### src/hw/rtl/ntc_pkg.sv
// Shared types, code constants and character table for the nibble text compactor.
// No dependencies.
`timescale 1ns / 1ps

package ntc_pkg;

    localparam logic [3:0] ESC_FIRST    = 4'd11;
    localparam logic [3:0] ESC_LAST     = 4'd15;
    localparam logic [7:0] END_CHAR     = 8'd0;
    localparam logic [7:0] NEWLINE_CHAR = 8'd10;
    localparam logic [7:0] SPECIAL_CHAR = 8'd255;
    localparam logic [7:0] PRINT_LOW    = 8'd32;
    localparam logic [7:0] PRINT_HIGH   = 8'd126;
    localparam logic [3:0] NEWLINE_CODE = 4'd2;
    localparam logic [3:0] SPECIAL_CODE = 4'd7;
    localparam logic [2:0] ROW_PLAIN    = 3'd0;
    localparam logic [2:0] ROW_RARE     = 3'd6;
    localparam int         SYM_COUNT    = 95;

    // row << 4 | code for printable characters
    localparam logic [7:0] SYM_MAP [SYM_COUNT] = '{
        8'h01, 8'h3C, 8'h3D, 8'h3E, 8'h66, 8'h65, 8'h41, 8'h42, 8'h43, 8'h44, 8'h45, 8'h46,
        8'h47, 8'h48, 8'h49, 8'h4A, 8'h4B, 8'h4C, 8'h4D, 8'h4E, 8'h4F, 8'h50, 8'h51, 8'h52,
        8'h53, 8'h54, 8'h55, 8'h56, 8'h57, 8'h58, 8'h59, 8'h5A, 8'h3F, 8'h22, 8'h23, 8'h24,
        8'h25, 8'h26, 8'h27, 8'h28, 8'h29, 8'h2A, 8'h2B, 8'h2C, 8'h2D, 8'h2E, 8'h2F, 8'h30,
        8'h31, 8'h32, 8'h33, 8'h34, 8'h35, 8'h36, 8'h37, 8'h38, 8'h39, 8'h3A, 8'h3B, 8'h5B,
        8'h5C, 8'h5D, 8'h5E, 8'h61, 8'h60, 8'h03, 8'h10, 8'h11, 8'h12, 8'h04, 8'h13, 8'h14,
        8'h05, 8'h06, 8'h15, 8'h16, 8'h17, 8'h18, 8'h07, 8'h08, 8'h19, 8'h1A, 8'h1B, 8'h09,
        8'h0A, 8'h1C, 8'h1D, 8'h1E, 8'h1F, 8'h20, 8'h21, 8'h62, 8'h63, 8'h64, 8'h40
    };

    typedef struct packed {
        logic [1:0] n_codes;
        logic [3:0] code0;
        logic [3:0] code1;
        logic [3:0] code2;
        logic       bad;
        logic       eos;
    } ntc_codes_t;

    typedef struct packed {
        logic [7:0] packed_byte;
        logic       last_of_input;
        logic       string_end;
        logic       bad_char;
    } ntc_result_t;

endpackage

### src/hw/rtl/nibble_text_compactor.sv
// Top level of the nibble text compactor: request register, encoder, packer, result buffer.
// Depends on ntc_pkg, ntc_encode and ntc_packer.
`timescale 1ns / 1ps
//
// Usage:
//   Input channel s_valid/s_ready/s_char_code carries one character per request.
//   Output channel m_valid/m_ready carries packed bytes with m_last_of_input,
//   m_string_end and m_bad_char flags. A character yields zero, one or two bytes;
//   an unencodable character yields one byte of zero with m_bad_char set.
//   A request goes from the request register to the result buffer, then out.
//   Throughput: a request is taken every cycle while m_ready is high and each
//   gives at most one byte; a request giving two bytes holds the two-entry
//   result buffer until both are taken, the rate set by the single output port.
//   Reset (aresetn low, synchronous) empties the request register and the
//   result buffer and drops any pending half byte.
//   When m_ready is low the result buffer holds, the request register fills,
//   and s_ready falls until the buffer drains.
//
module nibble_text_compactor
    import ntc_pkg::*;
(
    input  logic       aclk,
    input  logic       aresetn,
    input  logic       s_valid,
    output logic       s_ready,
    input  logic [7:0] s_char_code,
    output logic       m_valid,
    input  logic       m_ready,
    output logic [7:0] m_packed_byte,
    output logic       m_last_of_input,
    output logic       m_string_end,
    output logic       m_bad_char
);

    logic        in_valid_reg;
    logic [7:0]  char_reg;
    logic [1:0]  count_reg;
    logic [1:0]  count_next;
    ntc_result_t res_reg [2];
    ntc_codes_t  codes;
    ntc_result_t res0;
    ntc_result_t res1;
    logic [1:0]  n_res;
    logic        pop;
    logic        load_ok;
    logic        consume;

    assign pop     = m_valid && m_ready;
    assign load_ok = (count_reg == 2'd0) || (count_reg == 2'd1 && m_ready);
    assign consume = in_valid_reg && load_ok;
    assign s_ready = !in_valid_reg || consume;

    ntc_encode u_encode (
        .char_code (char_reg),
        .codes     (codes)
    );

    ntc_packer u_packer (
        .aclk    (aclk),
        .aresetn (aresetn),
        .step    (consume),
        .codes   (codes),
        .res0    (res0),
        .res1    (res1),
        .n_res   (n_res)
    );

    always_comb begin
        count_next = count_reg;
        if (consume) begin
            count_next = n_res;
        end else if (pop) begin
            count_next = count_reg - 2'd1;
        end
    end

    always_ff @(posedge aclk) begin
        if (!aresetn) begin
            in_valid_reg <= 1'b0;
            count_reg    <= 2'd0;
        end else begin
            count_reg <= count_next;
            if (s_ready) begin
                in_valid_reg <= s_valid;
            end
        end
    end

    always_ff @(posedge aclk) begin
        if (s_valid && s_ready) begin
            char_reg <= s_char_code;
        end
        if (consume) begin
            res_reg[0] <= res0;
            res_reg[1] <= res1;
        end else if (pop) begin
            res_reg[0] <= res_reg[1];
        end
    end

    assign m_valid         = (count_reg != 2'd0);
    assign m_packed_byte   = res_reg[0].packed_byte;
    assign m_last_of_input = res_reg[0].last_of_input;
    assign m_string_end    = res_reg[0].string_end;
    assign m_bad_char      = res_reg[0].bad_char;

    a_count_range: assert property (@(posedge aclk) disable iff (!aresetn)
        count_reg != 2'd3)
        else $error("result buffer count out of range");

    a_end_is_last: assert property (@(posedge aclk) disable iff (!aresetn)
        m_valid && m_string_end |-> m_last_of_input && !m_bad_char)
        else $error("end of string byte not last of its request");

    a_bad_result: assert property (@(posedge aclk) disable iff (!aresetn)
        m_valid && m_bad_char |-> m_packed_byte == 8'd0 && m_last_of_input)
        else $error("bad character result malformed");

    a_load_drains: assert property (@(posedge aclk) disable iff (!aresetn)
        consume |=> count_reg == $past(n_res))
        else $error("result buffer load lost entries");

endmodule

### src/hw/rtl/ntc_encode.sv
// Character to nibble code sequence lookup.
// Depends on ntc_pkg.
`timescale 1ns / 1ps

module ntc_encode
    import ntc_pkg::*;
(
    input  logic [7:0] char_code,
    output ntc_codes_t codes
);

    logic [2:0] row;
    logic [3:0] code;
    logic       bad;
    logic [7:0] map_entry;
    logic [6:0] map_idx;

    assign map_idx   = 7'(char_code - PRINT_LOW);
    assign map_entry = SYM_MAP[map_idx];

    always_comb begin
        row  = ROW_PLAIN;
        code = 4'd0;
        bad  = 1'b0;
        priority if (char_code == END_CHAR) begin
            row  = ROW_PLAIN;
            code = 4'd0;
        end else if (char_code == NEWLINE_CHAR) begin
            row  = ROW_PLAIN;
            code = NEWLINE_CODE;
        end else if (char_code == SPECIAL_CHAR) begin
            row  = ROW_RARE;
            code = SPECIAL_CODE;
        end else if (char_code >= PRINT_LOW && char_code <= PRINT_HIGH) begin
            row  = map_entry[6:4];
            code = map_entry[3:0];
        end else begin
            bad = 1'b1;
        end
    end

    always_comb begin
        codes     = '0;
        codes.bad = bad;
        codes.eos = (char_code == END_CHAR);
        if (row == ROW_RARE) begin
            codes.n_codes = 2'd3;
            codes.code0   = ESC_LAST;
            codes.code1   = ESC_LAST;
            codes.code2   = code;
        end else if (row != ROW_PLAIN) begin
            codes.n_codes = 2'd2;
            codes.code0   = ESC_FIRST - 4'd1 + {1'b0, row};
            codes.code1   = code;
        end else begin
            codes.n_codes = 2'd1;
            codes.code0   = code;
        end
    end

endmodule

### src/hw/rtl/ntc_packer.sv
// Nibble packer: pending half-byte state and byte assembly for one code sequence.
// Depends on ntc_pkg.
`timescale 1ns / 1ps

module ntc_packer
    import ntc_pkg::*;
(
    input  logic        aclk,
    input  logic        aresetn,
    input  logic        step,
    input  ntc_codes_t  codes,
    output ntc_result_t res0,
    output ntc_result_t res1,
    output logic [1:0]  n_res
);

    logic       half_full_reg;
    logic       half_full_next;
    logic [3:0] held_reg;
    logic [3:0] held_next;

    always_comb begin
        logic [3:0] seq [3];
        logic       h;
        logic [3:0] hn;
        logic [1:0] cnt;
        logic [7:0] b0;
        logic [7:0] b1;
        logic [7:0] b;
        logic       emit;

        seq[0] = codes.code0;
        seq[1] = codes.code1;
        seq[2] = codes.code2;
        h   = half_full_reg;
        hn  = held_reg;
        cnt = 2'd0;
        b0  = 8'd0;
        b1  = 8'd0;
        for (int i = 0; i < 3; i++) begin
            emit = 1'b0;
            b    = 8'd0;
            if (2'(i) < codes.n_codes) begin
                if (h) begin
                    emit = 1'b1;
                    b    = {hn, seq[i]};
                    h    = 1'b0;
                    hn   = 4'd0;
                end else if (seq[i] == 4'd0) begin
                    emit = 1'b1;
                end else begin
                    h  = 1'b1;
                    hn = seq[i];
                end
            end
            if (emit) begin
                if (cnt == 2'd0) begin
                    b0  = b;
                    cnt = 2'd1;
                end else if (cnt == 2'd1) begin
                    b1  = b;
                    cnt = 2'd2;
                end
            end
        end

        res0 = '0;
        res1 = '0;
        if (codes.bad) begin
            n_res              = 2'd1;
            res0.bad_char      = 1'b1;
            res0.last_of_input = 1'b1;
            half_full_next     = half_full_reg;
            held_next          = held_reg;
        end else begin
            n_res            = cnt;
            res0.packed_byte = b0;
            res1.packed_byte = b1;
            if (cnt == 2'd1) begin
                res0.last_of_input = 1'b1;
                res0.string_end    = codes.eos;
            end
            if (cnt == 2'd2) begin
                res1.last_of_input = 1'b1;
                res1.string_end    = codes.eos;
            end
            half_full_next = h;
            held_next      = hn;
        end
    end

    always_ff @(posedge aclk) begin
        if (!aresetn) begin
            half_full_reg <= 1'b0;
            held_reg      <= 4'd0;
        end else if (step) begin
            half_full_reg <= half_full_next;
            held_reg      <= held_next;
        end
    end

endmodule
### config.mk
export PLATFORM = sky130hd
export DESIGN_NAME = nibble_text_compactor
export DESIGN_NICKNAME = d
export VERILOG_FILES = /design/src/hw/rtl/ntc_pkg.sv /design/src/hw/rtl/nibble_text_compactor.sv /design/src/hw/rtl/ntc_encode.sv /design/src/hw/rtl/ntc_packer.sv
export SDC_FILE = /design/constraint.sdc
export NUM_CORES = 1
export LEC_CHECK = 0
export BUFFER_PORTS_ARGS = -buffer_cell sky130_fd_sc_hd__buf_4
export CORE_MARGIN = 1.5
export CORE_UTILIZATION = 55
export DETAILED_ROUTE_END_ITERATION = 10
export GPL_TIMING_DRIVEN = 0
export PLACE_DENSITY_LB_ADDON = 0.12
export SLEW_MARGIN = 20
export SYNTH_ARGS = -nofsm -noshare
export SYNTH_HDL_FRONTEND = slang
export SYNTH_SLANG_ARGS = --single-unit
### constraint.sdc
create_clock -name aclk -period 13.75 [get_ports aclk]
set_input_delay 4.125 -clock aclk [delete_from_list [all_inputs] [get_ports aclk]]
set_output_delay 4.125 -clock aclk [all_outputs]
set_load 0.01 [all_outputs]
==> results.txt <==
Static Leak - 1.37 nW
Reg area - 1030 um^2
Switching share of power - 38.8%
H-tree depth - 2
Share of layout cells above drive strength 1 - 15.7%
Min Tclk post-route - 8.86 ns
CTS sink count - 37
Crit-path max FO - 3
DRC viols - 0
FP Rows - 27
Largest net degree at the start of global routing - 14
PortBufs - 24
Chip width - 78.4 um
Run status - completed
Cells after Synth - 364
Peak supply drop - 0.0969 mV
Yosys cell types - 71
Area taken by multi-input logic gates - 1920 um^2
Initial core utilization - 56.9%
Top routing layer used - met4
Initial drt markers - 385
Register area share after synthesis - 32.9%
Core ar. - 5510 um^2
Hold buffers post-CTS - 0
Routed wl met3 - 813 um
Worst EP required - 9.62 ns
Worst slew pin tran - 0.833 ns
Clock Tree Root - clkbuf_8
Die Y - 78.4 um
Met1 wire length - 3.72 mm
Total CTS buffers - 5
Total wire length - 8.19 mm
Unrepaired setup endpoints after global routing - false
Post-synthesis register bit count - 37
Synth-to-Final Area Change - 12.0%
Vias - 3084
Crit Path Category - input port to primary output
Clk buf depth - 2
Ys async rst share - 0%
Max Clk Rate - 113 MHz
Worst Setup End Kind - primary output
Synthesized cell area - 3130 um^2
Post-DP HPWL - 5.92 mm
ANT nets after route - 0
Total Routing Usage GR - 27.6%
Clock share of power - 21.0%
Crit start category - input port
Pwr Density - 119 nW/um^2
DRT Pass-1 Iters - 5
Predominant post-synthesis flop cell - edfxtp_1
Layout fillers - 467
Synth warnings - 0
Syn Area/Cell - 8.60 um^2
DP Area - 3400 um^2
Clock tree from TritonCTS - built
Per-cell routed wire length - 17.5 um
Power Internal - 0.255 mW
Initial antenna violation count - 0
Post-CTS Resized - 0
N_diodes - 0
Syn Nets - 392
Vias/cell - 6.59
Clock Skews - 0.0112 ns
Finished Core Util - 63.7%
Fin crit share - 64.5%
Clock transition at path regs - 0.08 ns
Slew HR - 44.2%
Vias in the first global route - 2703
Final setup vio count - 0
Die area - 6150 um^2
Max Cap Viol - 0
Gp weighted congestion - 0.984
Met2 routed WL - 3.52 mm
Global-route wire length before repair - 13.3 mm
Flop pwr share - 35.1%
Clk_lat worst skew - 0.29 ns
Layout Nets - 423
Final Hold Viols - 0
WP data arrival - 4.74 ns
NetSw - 0.161 mW
Number of synthesized flops with an enable pin - 29
Cell area after layout - 3510 um^2
IO Count - 25
HP Class - flip-flop to flip-flop
Setup bufs post-CTS - 0
Setup TNS - 0 ns
Total power - 0.416 mW
Total gr overflow - 0
Combinational power share - 43.8%
Slew Viols, Final - 0
Largest register FFs - 21
[per-layer routing]
| metal | GRT usage (%) | vias up |
|---|---|---|
| li1 | - | 1434 |
| met1 | 40.5 | 1449 |
| met2 | 42.1 | 182 |
| met3 | 5.58 | 19 |
| met4 | 5.89 | 0 |
| met5 | 0 | - |
[per-stage QoR]
stage	std cells	worst slack, ns	hold WS [ns]
after CTS	468	4.92	0.501
after global placement	460	4.94	0.480
after detailed placement	460	4.93	0.490
after global routing	468	4.87	0.522
after floorplan	364	5.22	0.460
final	468	4.89	0.499
[cells in the final DEF, fill, tap and decap left out, types with 6 or more instances in the layout]
| cell | count |
|---|---|
| and2_1 | 6 |
| inv_1 | 18 |
| or2_2 | 6 |
| ha_1 | 16 |
| buf_4 | 26 |
| nor2_1 | 33 |
| a31oi_1 | 8 |
| o211ai_1 | 13 |
| buf_2 | 6 |
| nand3_1 | 15 |
| clkbuf_1 | 14 |
| o21ai_0 | 22 |
| edfxtp_1 | 29 |
| a21oi_1 | 18 |
| a22o_1 | 6 |
| nand2_1 | 35 |
| clkbuf_8 | 7 |
| dfxtp_1 | 8 |
| nand2b_1 | 7 |
[logic make-up (layout without fill, tap and decap cells)]
kind of cell               after synthesis  count (layout)  synth area share (%)
DFF                                     37              37                  32.9
AOI/OAI and AO/OA                      125             125                  29.4
xor gates and xnor gates                 3               3                 0.839
and+or+nand+nor                        134             134                  22.1
muxes                                    6               6                  2.68
other                                    1               1                 0.120
adders and majority gates               16              16                  6.39
buffers and inverters                   42              74                  5.60
[power by group through the flow]
stage	Combinational, mW	Sequential [mW]	Clock (mW)
2_1_floorplan	0.126	0.150	0
3_3_place_gp	0.176	0.148	0
3_5_place_dp	0.177	0.148	0
4_1_cts	0.179	0.146	0.0899
5_1_grt	0.199	0.148	0.0956
6_report	0.182	0.146	0.0875
[synth_stat cells, types with 3 or more instances]
library cell / n / area (um^2)
nand2_1: 35 / 131
nor2_1: 33 / 124
edfxtp_1: 29 / 871
o21ai_0: 22 / 110
a21oi_1: 18 / 90.1
inv_1: 18 / 67.6
ha_1: 16 / 200
nand3_1: 15 / 75.1
clkbuf_1: 14 / 52.6
o211ai_1: 13 / 97.6
a31oi_1: 8 / 50.1
dfxtp_1: 8 / 160
nand2b_1: 7 / 43.8
a22o_1: 6 / 52.6
and2_1: 6 / 37.5
buf_2: 6 / 30.0
or2_2: 6 / 37.5
a211o_1: 5 / 43.8
a21o_1: 5 / 37.5
nor3_1: 5 / 25.0
o22ai_1: 5 / 31.3
a211oi_1: 4 / 30.0
a32o_1: 4 / 40.0
and3_1: 4 / 25.0
nor2b_1: 4 / 25.0
nand4_1: 3 / 18.8
nor4_1: 3 / 18.8
o2bb2ai_1: 3 / 26.3
[final cells by class]
cell class | instances | share of cell area, %
multi-input combinational | 285 | 54.9
sequential | 37 | 29.4
timing repair buffer | 24 | 5.14
buffer | 23 | 2.89
clock buffer | 7 | 2.75
tap | 72 | 2.57
inverter | 19 | 2.11
clock inverter | 1 | 0.250
[final timing paths]
check	from	endpoint	slack, ns	depth (start not counted)
max reg2reg	char_reg[0]	res_reg[0][5]	7.99	19
min reg2reg	u_packer.held_reg[1]	u_packer.held_reg[1]	0.50	2
max	m_ready	s_ready	4.89	4
min	u_packer.held_reg[1]	u_packer.held_reg[1]	0.50	2
[critical path, cell delays in order]
cell and delay, ns:
buf_4 0.12, a21oi_1 0.24, nand2_1 0.10, buf_4 0.15
Power figures use the tool's default switching activity.
